===== src/rtl/lpde_pkg.sv =====
// ----------------------------------------------------------------------------
// lpde_pkg
// Shared constants and types of the line program delta encoder: field widths,
// line program opcodes, LEB128 constants and the back end state type.
// ----------------------------------------------------------------------------
package lpde_pkg;

   localparam int OFFSET_WIDTH_DEFAULT = 32;
   localparam int FIELD_WIDTH          = 32;
   localparam int BYTE_WIDTH           = 8;
   localparam int LEB_DATA_BITS        = 7;
   localparam int QUEUE_DEPTH_DEFAULT  = 2;

   localparam logic [BYTE_WIDTH-1:0] OP_COPY         = 8'h01;
   localparam logic [BYTE_WIDTH-1:0] OP_ADVANCE_PC   = 8'h02;
   localparam logic [BYTE_WIDTH-1:0] OP_ADVANCE_LINE = 8'h03;

   typedef enum logic [2:0] {
      ST_IDLE,
      ST_PC_OP,
      ST_PC_LEB,
      ST_LINE_OP,
      ST_LINE_LEB,
      ST_COPY
   } back_state_type;

endpackage


===== src/rtl/lpde_if.sv =====
// ----------------------------------------------------------------------------
// lpde_if
// Valid/ready channels of the encoder: the mapping request channel and the
// encoded byte response channel.
// ----------------------------------------------------------------------------
interface lpde_req_if import lpde_pkg::*; ();
   logic                   valid;
   logic                   ready;
   logic [FIELD_WIDTH-1:0] source_offset;
   logic [FIELD_WIDTH-1:0] dest_offset;

   modport source (output valid, output source_offset, output dest_offset, input ready);
   modport sink (input valid, input source_offset, input dest_offset, output ready);
endinterface

interface lpde_rsp_if import lpde_pkg::*; ();
   logic                  valid;
   logic                  ready;
   logic [BYTE_WIDTH-1:0] out_byte;
   logic                  last_byte;

   modport source (output valid, output out_byte, output last_byte, input ready);
   modport sink (input valid, input out_byte, input last_byte, output ready);
endinterface


===== src/rtl/lpde_front.sv =====
// ----------------------------------------------------------------------------
// lpde_front
// Accepts mapping requests, forms the wrapped offset differences against the
// previous mapping and pushes one command per request into the queue.
// ----------------------------------------------------------------------------
module lpde_front import lpde_pkg::*; #(
   parameter int OFFSET_WIDTH = OFFSET_WIDTH_DEFAULT,
   localparam int CMD_WIDTH   = 2 * OFFSET_WIDTH + 2
) (
   input  logic                 clock,
   input  logic                 reset,
   lpde_req_if.sink             req,
   input  logic                 queue_full,
   output logic                 push,
   output logic [CMD_WIDTH-1:0] push_data
);

   logic [OFFSET_WIDTH-1:0] prev_src_ff, prev_src_in;
   logic [OFFSET_WIDTH-1:0] prev_dst_ff, prev_dst_in;
   logic [OFFSET_WIDTH-1:0] src, dst;
   logic [OFFSET_WIDTH-1:0] src_diff, dst_diff;
   logic                    src_chg, dst_chg;

   assign req.ready = !queue_full;
   assign push      = req.valid && !queue_full;

   assign src      = OFFSET_WIDTH'(req.source_offset);
   assign dst      = OFFSET_WIDTH'(req.dest_offset);
   assign src_diff = src - prev_src_ff;
   assign dst_diff = dst - prev_dst_ff;
   assign src_chg  = src != prev_src_ff;
   assign dst_chg  = dst != prev_dst_ff;

   assign push_data = {dst_chg, src_chg, dst_diff, src_diff};

   assign prev_src_in = push ? src : prev_src_ff;
   assign prev_dst_in = push ? dst : prev_dst_ff;

   always_ff @(posedge clock) begin
      if (reset) begin
         prev_src_ff <= '0;
         prev_dst_ff <= '0;
      end else begin
         prev_src_ff <= prev_src_in;
         prev_dst_ff <= prev_dst_in;
      end
   end

endmodule


===== src/rtl/lpde_fifo.sv =====
// ----------------------------------------------------------------------------
// lpde_fifo
// Short command queue between the front and the back end.
// ----------------------------------------------------------------------------
module lpde_fifo import lpde_pkg::*; #(
   parameter int WIDTH = 2 * OFFSET_WIDTH_DEFAULT + 2,
   parameter int DEPTH = QUEUE_DEPTH_DEFAULT,
   localparam int PTR_WIDTH = (DEPTH > 1) ? $clog2(DEPTH) : 1,
   localparam int CNT_WIDTH = $clog2(DEPTH + 1)
) (
   input  logic             clock,
   input  logic             reset,
   input  logic             push,
   input  logic [WIDTH-1:0] push_data,
   input  logic             pop,
   output logic [WIDTH-1:0] pop_data,
   output logic             full,
   output logic             empty
);

   logic [WIDTH-1:0]     entry_ff [DEPTH];
   logic [PTR_WIDTH-1:0] wr_ptr_ff, wr_ptr_in;
   logic [PTR_WIDTH-1:0] rd_ptr_ff, rd_ptr_in;
   logic [CNT_WIDTH-1:0] count_ff, count_in;

   assign full     = count_ff == CNT_WIDTH'(DEPTH);
   assign empty    = count_ff == '0;
   assign pop_data = entry_ff[rd_ptr_ff];

   always_comb begin
      wr_ptr_in = wr_ptr_ff;
      rd_ptr_in = rd_ptr_ff;
      count_in  = count_ff;
      if (push) begin
         wr_ptr_in = (wr_ptr_ff == PTR_WIDTH'(DEPTH - 1)) ? '0 : wr_ptr_ff + 1'b1;
      end
      if (pop) begin
         rd_ptr_in = (rd_ptr_ff == PTR_WIDTH'(DEPTH - 1)) ? '0 : rd_ptr_ff + 1'b1;
      end
      if (push && !pop) begin
         count_in = count_ff + 1'b1;
      end else if (pop && !push) begin
         count_in = count_ff - 1'b1;
      end
   end

   always_ff @(posedge clock) begin
      if (push) begin
         entry_ff[wr_ptr_ff] <= push_data;
      end
   end

   always_ff @(posedge clock) begin
      if (reset) begin
         wr_ptr_ff <= '0;
         rd_ptr_ff <= '0;
         count_ff  <= '0;
      end else begin
         wr_ptr_ff <= wr_ptr_in;
         rd_ptr_ff <= rd_ptr_in;
         count_ff  <= count_in;
      end
   end

endmodule


===== src/rtl/lpde_back.sv =====
// ----------------------------------------------------------------------------
// lpde_back
// Pops commands and emits the opcode and LEB128 bytes one per cycle, while the
// response channel is not stalled, through an output register.
// ----------------------------------------------------------------------------
module lpde_back import lpde_pkg::*; #(
   parameter int OFFSET_WIDTH = OFFSET_WIDTH_DEFAULT,
   localparam int CMD_WIDTH   = 2 * OFFSET_WIDTH + 2
) (
   input  logic                 clock,
   input  logic                 reset,
   input  logic                 queue_empty,
   input  logic [CMD_WIDTH-1:0] pop_data,
   output logic                 pop,
   lpde_rsp_if.source           rsp
);

   back_state_type          state_ff, state_in;
   logic [OFFSET_WIDTH-1:0] leb_ff, leb_in;
   logic [OFFSET_WIDTH-1:0] src_diff_ff, src_diff_in;
   logic                    src_chg_ff, src_chg_in;
   logic                    rsp_valid_ff, rsp_valid_in;
   logic [BYTE_WIDTH-1:0]   out_byte_ff, out_byte_in;
   logic                    last_byte_ff, last_byte_in;

   logic                    cmd_dst_chg, cmd_src_chg;
   logic [OFFSET_WIDTH-1:0] cmd_dst_diff, cmd_src_diff;
   logic                    adv;
   logic [OFFSET_WIDTH-1:0] shift_u, shift_s;
   logic                    more_u, more_s;
   logic                    emit;
   logic [BYTE_WIDTH-1:0]   emit_byte;
   logic                    emit_last;

   assign cmd_dst_chg  = pop_data[2*OFFSET_WIDTH+1];
   assign cmd_src_chg  = pop_data[2*OFFSET_WIDTH];
   assign cmd_dst_diff = pop_data[2*OFFSET_WIDTH-1:OFFSET_WIDTH];
   assign cmd_src_diff = pop_data[OFFSET_WIDTH-1:0];

   assign adv     = !rsp_valid_ff || rsp.ready;
   assign shift_u = leb_ff >> LEB_DATA_BITS;
   assign shift_s = OFFSET_WIDTH'($signed(leb_ff) >>> LEB_DATA_BITS);
   assign more_u  = shift_u != '0;
   assign more_s  = !((shift_s == '0 && !leb_ff[LEB_DATA_BITS-1]) ||
                      (shift_s == '1 && leb_ff[LEB_DATA_BITS-1]));

   always_comb begin
      state_in    = state_ff;
      leb_in      = leb_ff;
      src_diff_in = src_diff_ff;
      src_chg_in  = src_chg_ff;
      unique case (state_ff)
         ST_IDLE: begin
            if (!queue_empty) begin
               src_diff_in = cmd_src_diff;
               src_chg_in  = cmd_src_chg;
               leb_in      = cmd_dst_chg ? cmd_dst_diff : cmd_src_diff;
               if (cmd_dst_chg) begin
                  state_in = ST_PC_OP;
               end else if (cmd_src_chg) begin
                  state_in = ST_LINE_OP;
               end else begin
                  state_in = ST_COPY;
               end
            end
         end
         ST_PC_OP: begin
            if (adv) begin
               state_in = ST_PC_LEB;
            end
         end
         ST_PC_LEB: begin
            if (adv) begin
               if (more_u) begin
                  leb_in = shift_u;
               end else begin
                  leb_in   = src_diff_ff;
                  state_in = src_chg_ff ? ST_LINE_OP : ST_COPY;
               end
            end
         end
         ST_LINE_OP: begin
            if (adv) begin
               state_in = ST_LINE_LEB;
            end
         end
         ST_LINE_LEB: begin
            if (adv) begin
               if (more_s) begin
                  leb_in = shift_s;
               end else begin
                  state_in = ST_COPY;
               end
            end
         end
         ST_COPY: begin
            if (adv) begin
               state_in = ST_IDLE;
            end
         end
         default: state_in = ST_IDLE;
      endcase
   end

   always_comb begin
      pop       = 1'b0;
      emit      = 1'b0;
      emit_byte = OP_COPY;
      emit_last = 1'b0;
      unique case (state_ff)
         ST_IDLE: pop = !queue_empty;
         ST_PC_OP: begin
            emit      = 1'b1;
            emit_byte = OP_ADVANCE_PC;
         end
         ST_PC_LEB: begin
            emit      = 1'b1;
            emit_byte = {more_u, leb_ff[LEB_DATA_BITS-1:0]};
         end
         ST_LINE_OP: begin
            emit      = 1'b1;
            emit_byte = OP_ADVANCE_LINE;
         end
         ST_LINE_LEB: begin
            emit      = 1'b1;
            emit_byte = {more_s, leb_ff[LEB_DATA_BITS-1:0]};
         end
         ST_COPY: begin
            emit      = 1'b1;
            emit_byte = OP_COPY;
            emit_last = 1'b1;
         end
         default: emit = 1'b0;
      endcase
   end

   assign rsp_valid_in = adv ? emit : rsp_valid_ff;
   assign out_byte_in  = (adv && emit) ? emit_byte : out_byte_ff;
   assign last_byte_in = (adv && emit) ? emit_last : last_byte_ff;

   assign rsp.valid     = rsp_valid_ff;
   assign rsp.out_byte  = out_byte_ff;
   assign rsp.last_byte = last_byte_ff;

   always_ff @(posedge clock) begin
      leb_ff       <= leb_in;
      src_diff_ff  <= src_diff_in;
      src_chg_ff   <= src_chg_in;
      out_byte_ff  <= out_byte_in;
      last_byte_ff <= last_byte_in;
   end

   always_ff @(posedge clock) begin
      if (reset) begin
         state_ff     <= ST_IDLE;
         rsp_valid_ff <= 1'b0;
      end else begin
         state_ff     <= state_in;
         rsp_valid_ff <= rsp_valid_in;
      end
   end

endmodule


===== src/rtl/line_program_delta_encoder.sv =====
// ----------------------------------------------------------------------------
// line_program_delta_encoder
// A request's first byte passes the queue, the back end state register and
// the output register. The back end serializer emits a request's bytes before
// popping the next; the default two-entry queue lets requests arrive ahead.
// Reset: previous offsets clear to zero, queue empties, no response pending.
// ----------------------------------------------------------------------------
module line_program_delta_encoder import lpde_pkg::*; #(
   parameter int OFFSET_WIDTH = OFFSET_WIDTH_DEFAULT,
   parameter int QUEUE_DEPTH  = QUEUE_DEPTH_DEFAULT
) (
   input  logic        clock,
   input  logic        reset,
   lpde_req_if.sink    req_bus,
   lpde_rsp_if.source  rsp_bus
);

   localparam int CMD_WIDTH = 2 * OFFSET_WIDTH + 2;

   logic                 push, pop;
   logic [CMD_WIDTH-1:0] push_data, pop_data;
   logic                 queue_full, queue_empty;

   lpde_front #(
      .OFFSET_WIDTH (OFFSET_WIDTH)
   ) u_front (
      .clock      (clock),
      .reset      (reset),
      .req        (req_bus),
      .queue_full (queue_full),
      .push       (push),
      .push_data  (push_data)
   );

   lpde_fifo #(
      .WIDTH (CMD_WIDTH),
      .DEPTH (QUEUE_DEPTH)
   ) u_fifo (
      .clock     (clock),
      .reset     (reset),
      .push      (push),
      .push_data (push_data),
      .pop       (pop),
      .pop_data  (pop_data),
      .full      (queue_full),
      .empty     (queue_empty)
   );

   lpde_back #(
      .OFFSET_WIDTH (OFFSET_WIDTH)
   ) u_back (
      .clock       (clock),
      .reset       (reset),
      .queue_empty (queue_empty),
      .pop_data    (pop_data),
      .pop         (pop),
      .rsp         (rsp_bus)
   );

endmodule


===== src/flat_wrapper.sv =====
// flat-port wrapper written by rule: the top's interface ports become plain ports
module line_program_delta_encoder_flat import lpde_pkg::*;
#(
   parameter int OFFSET_WIDTH = OFFSET_WIDTH_DEFAULT,
   parameter int QUEUE_DEPTH  = QUEUE_DEPTH_DEFAULT
)
  (clock, reset, req_bus_valid, req_bus_source_offset, req_bus_dest_offset, req_bus_ready, rsp_bus_valid, rsp_bus_out_byte, rsp_bus_last_byte, rsp_bus_ready);
  lpde_req_if req_bus_i ();
  lpde_rsp_if rsp_bus_i ();
  input  logic clock;
  input  logic reset;
  input wire logic [$bits(req_bus_i.valid)-1:0] req_bus_valid;
  input wire logic [$bits(req_bus_i.source_offset)-1:0] req_bus_source_offset;
  input wire logic [$bits(req_bus_i.dest_offset)-1:0] req_bus_dest_offset;
  output wire logic [$bits(req_bus_i.ready)-1:0] req_bus_ready;
  output wire logic [$bits(rsp_bus_i.valid)-1:0] rsp_bus_valid;
  output wire logic [$bits(rsp_bus_i.out_byte)-1:0] rsp_bus_out_byte;
  output wire logic [$bits(rsp_bus_i.last_byte)-1:0] rsp_bus_last_byte;
  input wire logic [$bits(rsp_bus_i.ready)-1:0] rsp_bus_ready;
  assign req_bus_i.valid = req_bus_valid;
  assign req_bus_i.source_offset = req_bus_source_offset;
  assign req_bus_i.dest_offset = req_bus_dest_offset;
  assign req_bus_ready = req_bus_i.ready;
  assign rsp_bus_valid = rsp_bus_i.valid;
  assign rsp_bus_out_byte = rsp_bus_i.out_byte;
  assign rsp_bus_last_byte = rsp_bus_i.last_byte;
  assign rsp_bus_i.ready = rsp_bus_ready;
  line_program_delta_encoder #(.OFFSET_WIDTH(OFFSET_WIDTH), .QUEUE_DEPTH(QUEUE_DEPTH)) u_core (.clock(clock), .reset(reset), .req_bus(req_bus_i), .rsp_bus(rsp_bus_i));
endmodule

===== config.mk =====
export PLATFORM = sky130hd
export DESIGN_NAME = line_program_delta_encoder_flat
export DESIGN_NICKNAME = d
export VERILOG_FILES = /design/src/rtl/lpde_pkg.sv /design/src/rtl/lpde_if.sv /design/src/rtl/lpde_front.sv /design/src/rtl/lpde_fifo.sv /design/src/rtl/lpde_back.sv /design/src/rtl/line_program_delta_encoder.sv /design/src/flat_wrapper.sv
export SDC_FILE = /design/constraint.sdc
export NUM_CORES = 1
export LEC_CHECK = 0
export BUFFER_PORTS_ARGS = -buffer_cell sky130_fd_sc_hd__buf_4
export CAP_MARGIN = 20
export CORE_MARGIN = 2
export CORE_UTILIZATION = 60
export DETAILED_ROUTE_END_ITERATION = 10
export PLACE_DENSITY = 0.89
export SYNTH_ARGS = -nofsm -noshare
export SYNTH_HDL_FRONTEND = slang
export SYNTH_SLANG_ARGS = --single-unit

===== constraint.sdc =====
create_clock -name clock -period 8.7 [get_ports clock]
set_clock_uncertainty 0.1 [all_clocks]
set_input_delay 1.305 -clock clock [delete_from_list [all_inputs] [get_ports clock]]
set_output_delay 1.305 -clock clock [all_outputs]
set_load 0.02 [all_outputs]

==> impl_metrics.yaml, run 1 <==
logic_synthesis:
  syn_avg_cell_area_um2: 10.54
  synth-adder-area-share: 0.05664
  synth-edff-count: 206
  post_synth_xor_area_fraction: 0.03115
  main_combinational_cell_family_by_area_after_synthesis: "compound AO/OA/AOI/OAI gates"
  synth_compound_gate_area_share: 0.1650
  synth.mux.area_fraction: 0.05245
  synthSimpleGateAreaFrac: 0.1300
  synthesized_instance_count: 1387
  synthTopCellsByArea: "edfxtp_1 (42%), dfxtp_1 (10%), ha_1 (5.4%)"
  synth.cell_area_um2: 14620
  synth_async_sr_flop_share: 0
  post_synth_num_cell_types: 76
  synth_most_common_cell: "edfxtp_1"
  synth_seq_area_share: 0.5230
  synth_largest_type_area_fraction: 0.4230
  synth.largest_area_cell: "edfxtp_1"
  synth_nets: 1520
  synth-main-ff-cell: "edfxtp_1"
  ys_warn_count: 0
  synth.cells.most_frequent: "edfxtp_1 (206), nand2_1 (175), a21oi_1 (132)"
  synth_seq_cells: 279
critical_path:
  timing_worst_setup_path_type: "in2reg"
  worst-r2r-cell-count: 9
  cp-end-kind: "register"
  regToRegEndpoint: "u_core.u_fifo.entry_ff[0][56]$_DFFE_PP_"
  reg2reg_from: "u_core.u_front.prev_dst_ff[0]$_SDFFE_PP0P_"
  required_ns: 8.94
  crit_arrival_ns: 3.77
  flop_to_flop_setup_slack_ns: 5.75
  timing.critical_path.fanout_max: 4
  timing.critical_path.from_type: "primary input"
clock_tree:
  clkSlewWorstSetupHoldPaths_ns: 0.06
  cts.root.buffer_cell: "clkbuf_16"
  tritoncts.num_buffers: 29
  cts-root-to-sink-buffers: 3
  post_cts_resize_count: 0
  clk-insertion-delay-late_ns: 0.55
  number_of_buffers_inserted_by_hold_repair_at_cts: 0
  ctsHtreeMaxLevel: 1
  tritoncts: "done"
  cts_setup_buffers: 0
  clkSinkCount: 279
timing:
  hold_slack_ns: 0.3527
  period_minus_slack_ns: 3.538
  number_of_hold_slack_violations_in_the_final_timing_report: 0
  finalSetupViolCount: 0
  portion_of_the_clock_cycle_consumed_by_the_worst_path_in_the_final_layout: 0.4067
  slew_violations: 0
  grt_setup_unrepaired: "false"
  slew_headroom: 0.3295
  finalSetupTns_ns: 0
  tightestPinTransition_ns: 1.006
  max_clock_freq_ghz: 0.2826
floorplan:
  initial_core_util: 0.6066
  die_h_um: 160.1
  floorplan.die.width_um: 160.1
  fp.coreArea_um2: 24110
  placementRows: 57
  die_area_um2: 25640
  top_level_ports: 79
place:
  dp_cells: 1727
  place_congestion: 0.8915
  portBuffers: 78
  detailed_place_hpwl_um: 23410
worst_hold_path:
  worst_hold_startpoint: "u_core.u_front.prev_src_ff[11]$_SDFFE_PP0P_"
  min_to: "u_core.u_front.prev_src_ff[11]$_SDFFE_PP0P_"
  timing.hold.worst.class: "reg2reg"
  worstHoldPathCells: 2
global_routing:
  grtUsageMet1: 0.3454
  first_global_vias: 10420
  largest_net_degree_at_the_start_of_global_routing: 74
  groute.layer.met3.usage: 0.05013
  grt_busiest_layer: "met2"
  gr-usage-met2: 0.4262
  track_usage: 0.2576
  initial_antenna_violation_count: 1
  grt-ovfl-total: 0
  grt_first_pass_wirelength_um: 53320
cells_and_area:
  drive_gt1_frac: 0.1320
  area_growth_pct: 12.12
  fill_cells: 1768
  stdcell_count: 1779
  multi_input_comb_area_um2: 6382
  nets: 1567
  layout.core_utilization: 0.6801
  num_antenna_cells: 0
  area.sequential_um2: 7649
detailed_routing:
  detailedRoute.firstIterationViolations: 1028
  routed-via-count: 10960
  detail_route.vias_per_cell: 6.158
  drtPass1Iterations: 5
  wire_per_inst_um: 18.88
  drt_drc_violations_left: 0
  totalWireLength_um: 33590
  ant_nets: 0
power_and_ir_drop:
  vdd.ir_drop.worst_mv: 0.2046
  power-per-cell-area_nw_per_um2: 295.7
  post-layout-total-power_mw: 4.847
  p_leak_nw: 6.001
run:
  max_cap_violations: 0
status:
  status: "completed"
where the power goes:
part	switching [mW]	internal (mW)
Combinational	0.885	0.542
Clock	0.501	0.759
Sequential	0.187	1.97
critical path: stages:
cell and delay [ns]:
buf_4 0.08, inv_1 0.04, ha_1 0.22, fa_1 0.42, nor2b_1 0.13, o21ai_1 0.09
a21oi_1 0.29, o31ai_2 0.15, a211oi_1 0.57, nor2_1 0.17, a211oi_1 0.31
sequential cells by signal (all words and copies together), names as in the netlist, named ones only:
register / cells
u_core.u_fifo.wr_ptr_ff: 1
u_core.u_front.prev_dst_ff: 32
u_core.u_back.state_ff: 3
u_core.u_back.rsp.valid: 1
u_core.u_fifo.rd_ptr_ff: 1
u_core.u_back.leb_ff: 32
u_core.u_back.src_diff_ff: 32
u_core.u_fifo.entry_ff: 132
u_core.u_back.rsp.out_byte: 8
u_core.u_back.src_chg_ff: 1
u_core.u_fifo.count_ff: 2
u_core.u_front.prev_src_ff: 32
u_core.u_back.rsp.last_byte: 1
final cells by class:
class / count / share of cell area
Multi-Input combinational cell: 949 / 0.3893
Clock buffer: 35 / 0.04564
Tap cell: 324 / 0.02473
Timing Repair Buffer: 88 / 0.04030
Clock inverter: 17 / 0.01358
Sequential cell: 279 / 0.4665
Inverter: 87 / 0.01992
worst max path at each step:
stage               depth (start not counted)                                      end  slack (ns)                    from
finish                                     11  u_core.u_fifo.entry_ff[0][56]$_DFFE_PP_        5.16  req_bus_dest_offset[0]
global route                               11  u_core.u_fifo.entry_ff[1][56]$_DFFE_PP_        4.92  req_bus_dest_offset[0]
floorplan                                   3   u_core.u_fifo.entry_ff[0][0]$_DFFE_PP_        3.76           req_bus_valid
detailed placement                         11  u_core.u_fifo.entry_ff[0][56]$_DFFE_PP_        4.66  req_bus_dest_offset[0]
CTS                                        11  u_core.u_fifo.entry_ff[0][56]$_DFFE_PP_        5.21  req_bus_dest_offset[0]
global placement                           11  u_core.u_fifo.entry_ff[0][56]$_DFFE_PP_        4.73  req_bus_dest_offset[0]
through the flow:
| stage | worst slack [ns] | instance area [um2] |
|---|---|---|
| after floorplan | 3.762 | 14620 |
| after global placement | 4.731 | 15420 |
| after detailed placement | 4.662 | 15420 |
| after CTS | 5.206 | 16390 |
| after global routing | 4.921 | 16390 |
| final | 5.162 | 16390 |
cell families (layout without fill, tap and decap cells):
group                      count (synthesis)  in the layout
adders and majority gates                 65             65
AOI/OAI and AO/OA                        352            352
DFF                                      279            279
xor gates and xnor gates                  52             52
muxes                                     72             72
and+or+nand+nor                          408            408
buffers and inverters                    159            227
cells in the final DEF, fill, tap and decap left out, drive strengths merged, types with 4 or more instances in the layout:
cell    netlist  final
o31ai         7      7
nand3        24     24
o21ai        37     37
buf          21     88
and4          5      5
nand2       175    175
nor3         18     18
nand2b        9      9
a31oi        10     10
and3         12     12
inv          87     87
clkbuf       51     35
nand4        21     21
edfxtp      206    206
nor2         90     90
a221o        31     31
nand3b        4      4
o21a         15     15
o211ai        4      4
a21oi       132    132
xor2         19     19
bufinv        0      5
or3           6      6
mux2         37     37
a211oi       36     36
dfxtp        73     73
and2         12     12
xnor2        33     33
a21o         32     32
mux2i        35     35
nor2b         9      9
o21bai        8      8
or4           5      5
ha           63     63
nor4         12     12
clkinv        0      9
routing by layer:
layer | part of all wire | vias to the layer above | wire length (um)
li1 | - | 5195 | -
met1 | 0.42 | 5255 | 14070
met2 | 0.48 | 423 | 16050
met3 | 0.074 | 80 | 2497
met4 | 0.029 | 2 | 959
met5 | 0.00030 | - | 10
(Power assumes the default switching activity.)
==> run 2: changes to the inputs <==
- CORE_UTILIZATION: 60 -> 56
- PLACE_DENSITY: 0.89 -> 0.88
- clock period: 8.7 -> 2.9 ns (I/O delays scaled with it)
==> impl_metrics.yaml, run 2 (synthesized netlist as in run 1, its figures left out) <==
floorplan:
  fp.coreArea_um2: 25840
  die_h_um: 165.6
  initial_core_util: 0.5660
  floorplan.die.width_um: 165.6
  top_level_ports: 79
  placementRows: 59
  die_area_um2: 27420
timing:
  period_minus_slack_ns: 2.676
  number_of_hold_slack_violations_in_the_final_timing_report: 0
  finalSetupTns_ns: 0
  finalSetupViolCount: 0
  grt_setup_unrepaired: "false"
  final.setup.worst_slack_ns: 0.2241
  tightestPinTransition_ns: 0.8198
  slew_headroom: 0.4535
  max_clock_freq_ghz: 0.3737
  slew_violations: 0
  portion_of_the_clock_cycle_consumed_by_the_worst_path_in_the_final_layout: 0.9227
critical_path:
  crit_chain: "ha_1 > fa_1 > nor2b_1 > o31ai_2 > a211oi_1 > o31ai_1 > o211ai_1 > a21oi_1 > xnor2_1"
  reg2reg_from: "u_core.u_front.prev_src_ff[0]$_SDFFE_PP0P_"
  timing.critical_path.fanout_max: 4
  crit_arrival_ns: 2.87
  worst_path_max_delay_cell: "fa_1"
  cp-end-kind: "register"
  required_ns: 3.09
  timing_worst_setup_path_type: "reg2reg"
  worst-r2r-cell-count: 9
  flop_to_flop_setup_slack_ns: 0.22
  max_stage_delay_ns: 0.45
  regToRegEndpoint: "u_core.u_fifo.entry_ff[0][24]$_DFFE_PP_"
  timing.critical_path.from_type: "register"
cells_and_area:
  top_register: "u_core.u_fifo.entry_ff"
  final_common_cell: "edfxtp_1"
  postLayoutCellArea_um2: 16610
  area.sequential_um2: 7649
  largest_reg_flops: 132
  mostFrequentLayoutCells: "edfxtp_1 (206), nand2_1 (174), a21oi_1 (132), buf_4 (110), nor2_1 (87)"
  multi_input_comb_area_um2: 6382
  area_growth_pct: 13.59
  fill_cells: 1946
  drive_gt1_frac: 0.1498
  nets: 1593
  num_antenna_cells: 0
detailed_routing:
  detailedRoute.firstIterationViolations: 906
  wire_per_inst_um: 18.82
  detail_route.vias_per_cell: 6.039
  routed-via-count: 10970
  ant_nets: 0
  totalWireLength_um: 34190
  drtPass1Iterations: 5
  drt_drc_violations_left: 0
clock_tree:
  ctsHtreeMaxLevel: 1
  number_of_buffers_inserted_by_hold_repair_at_cts: 0
  tritoncts.num_buffers: 28
  post_cts_resize_count: 0
  tritoncts: "done"
  clkSlewWorstSetupHoldPaths_ns: 0.06
  cts_setup_buffers: 0
  clk-insertion-delay-late_ns: 0.55
  cts.root.buffer_cell: "clkbuf_16"
  clkSinkCount: 279
  cts-root-to-sink-buffers: 3
place:
  portBuffers: 78
  detailed_place_hpwl_um: 24000
  preCtsSetupSlack_ns: -0.04046
  placement.cell_area_um2: 15700
  place_congestion: 0.9078
global_routing:
  grt-ovfl-total: 0
  first_global_vias: 10740
  largest_net_degree_at_the_start_of_global_routing: 74
  track_usage: 0.2500
  grt_first_pass_wirelength_um: 53900
  initial_antenna_violation_count: 0
worst_hold_path:
  worst_hold_startpoint: "req_bus_source_offset[27]"
  timing.hold.worst.class: "in2reg"
  min_to: "u_core.u_front.prev_src_ff[27]$_SDFFE_PP0P_"
  worstHoldPathCells: 3
power_and_ir_drop:
  p_leak_nw: 6.124
  power-per-cell-area_nw_per_um2: 870.9
  vdd.ir_drop.worst_mv: 0.6392
status:
  status: "completed"
run:
  max_cap_violations: 0
run 2: cell types whose count changed in the layout (fill, tap and decap cells not counted):
cell | previous run | this run
clkbuf_8 | 0 | 1
clkinv_1 | 5 | 4
bufinv_16 | 5 | 2
clkinv_2 | 1 | 5
clkinv_4 | 3 | 2
clkinvlp_2 | 0 | 1
clkbuf_1 | 6 | 4
clkinvlp_4 | 3 | 4
buf_4 | 88 | 110
buf_12 | 0 | 5
run 2: per-stage QoR:
stage	hold slack, ns	instances	power (mW)	utilization
after floorplan	0.3363	1387	9.364	-
after global placement	0.3412	1765	10.65	0.6077
after detailed placement	0.3465	1765	10.87	0.6077
after CTS	0.02392	1817	14.46	0.6429
after global routing	0.03035	1817	15.13	0.6429
final	0.03541	1817	14.47	0.6429
run 2: layout make-up:
cell class | instances | share of cell area
well taps | 335 | 0.02524
repair buffers | 115 | 0.05574
flip-flops and latches | 279 | 0.4605
clock buffers | 34 | 0.04542
multi-input cells | 949 | 0.3843
inverters | 87 | 0.01966
clock inverters | 18 | 0.009190
run 2: worst max path at each step:
stage	startpoint	to	depth (start not counted)	slack, ns
global placement	req_bus_source_offset[0]	u_core.u_fifo.entry_ff[0][24]$_DFFE_PP_	11	0.04
finish	u_core.u_front.prev_src_ff[0]$_SDFFE_PP0P_	u_core.u_fifo.entry_ff[0][24]$_DFFE_PP_	9	0.22
floorplan	u_core.u_fifo.count_ff[0]$_SDFFE_PP0P_	u_core.u_fifo.entry_ff[1][0]$_DFFE_PP_	2	0.06
CTS	u_core.u_front.prev_src_ff[0]$_SDFFE_PP0P_	u_core.u_fifo.entry_ff[0][16]$_DFFE_PP_	9	0.25
detailed placement	req_bus_source_offset[0]	u_core.u_fifo.entry_ff[0][16]$_DFFE_PP_	11	-0.04
global route	u_core.u_front.prev_src_ff[0]$_SDFFE_PP0P_	u_core.u_fifo.entry_ff[1][16]$_DFFE_PP_	9	0.02
run 2: layer usage:
layer | up-vias | track usage | part of all wire
met4 | 0 | 0.08856 | 0.027
li1 | 5239 | - | -
met1 | 5223 | 0.3271 | 0.41
met3 | 68 | 0.04620 | 0.078
met2 | 443 | 0.4181 | 0.48
met5 | - | 0 | 0
run 2: power breakdown:
| group | internal, mW | switching, mW |
|---|---|---|
| Clock | 2.03 | 1.53 |
| Sequential | 5.92 | 0.592 |
| Combinational | 1.73 | 2.67 |
run 2: critical path, delay by kind of cell, from the launching register on:
kind	cells	cell delay [ns]
AOI/OAI and AO/OA	5	0.99
xor gates and xnor gates	1	0.17
adders and majority gates	2	0.66
DFF	1	0.31
and+or+nand+nor	1	0.20
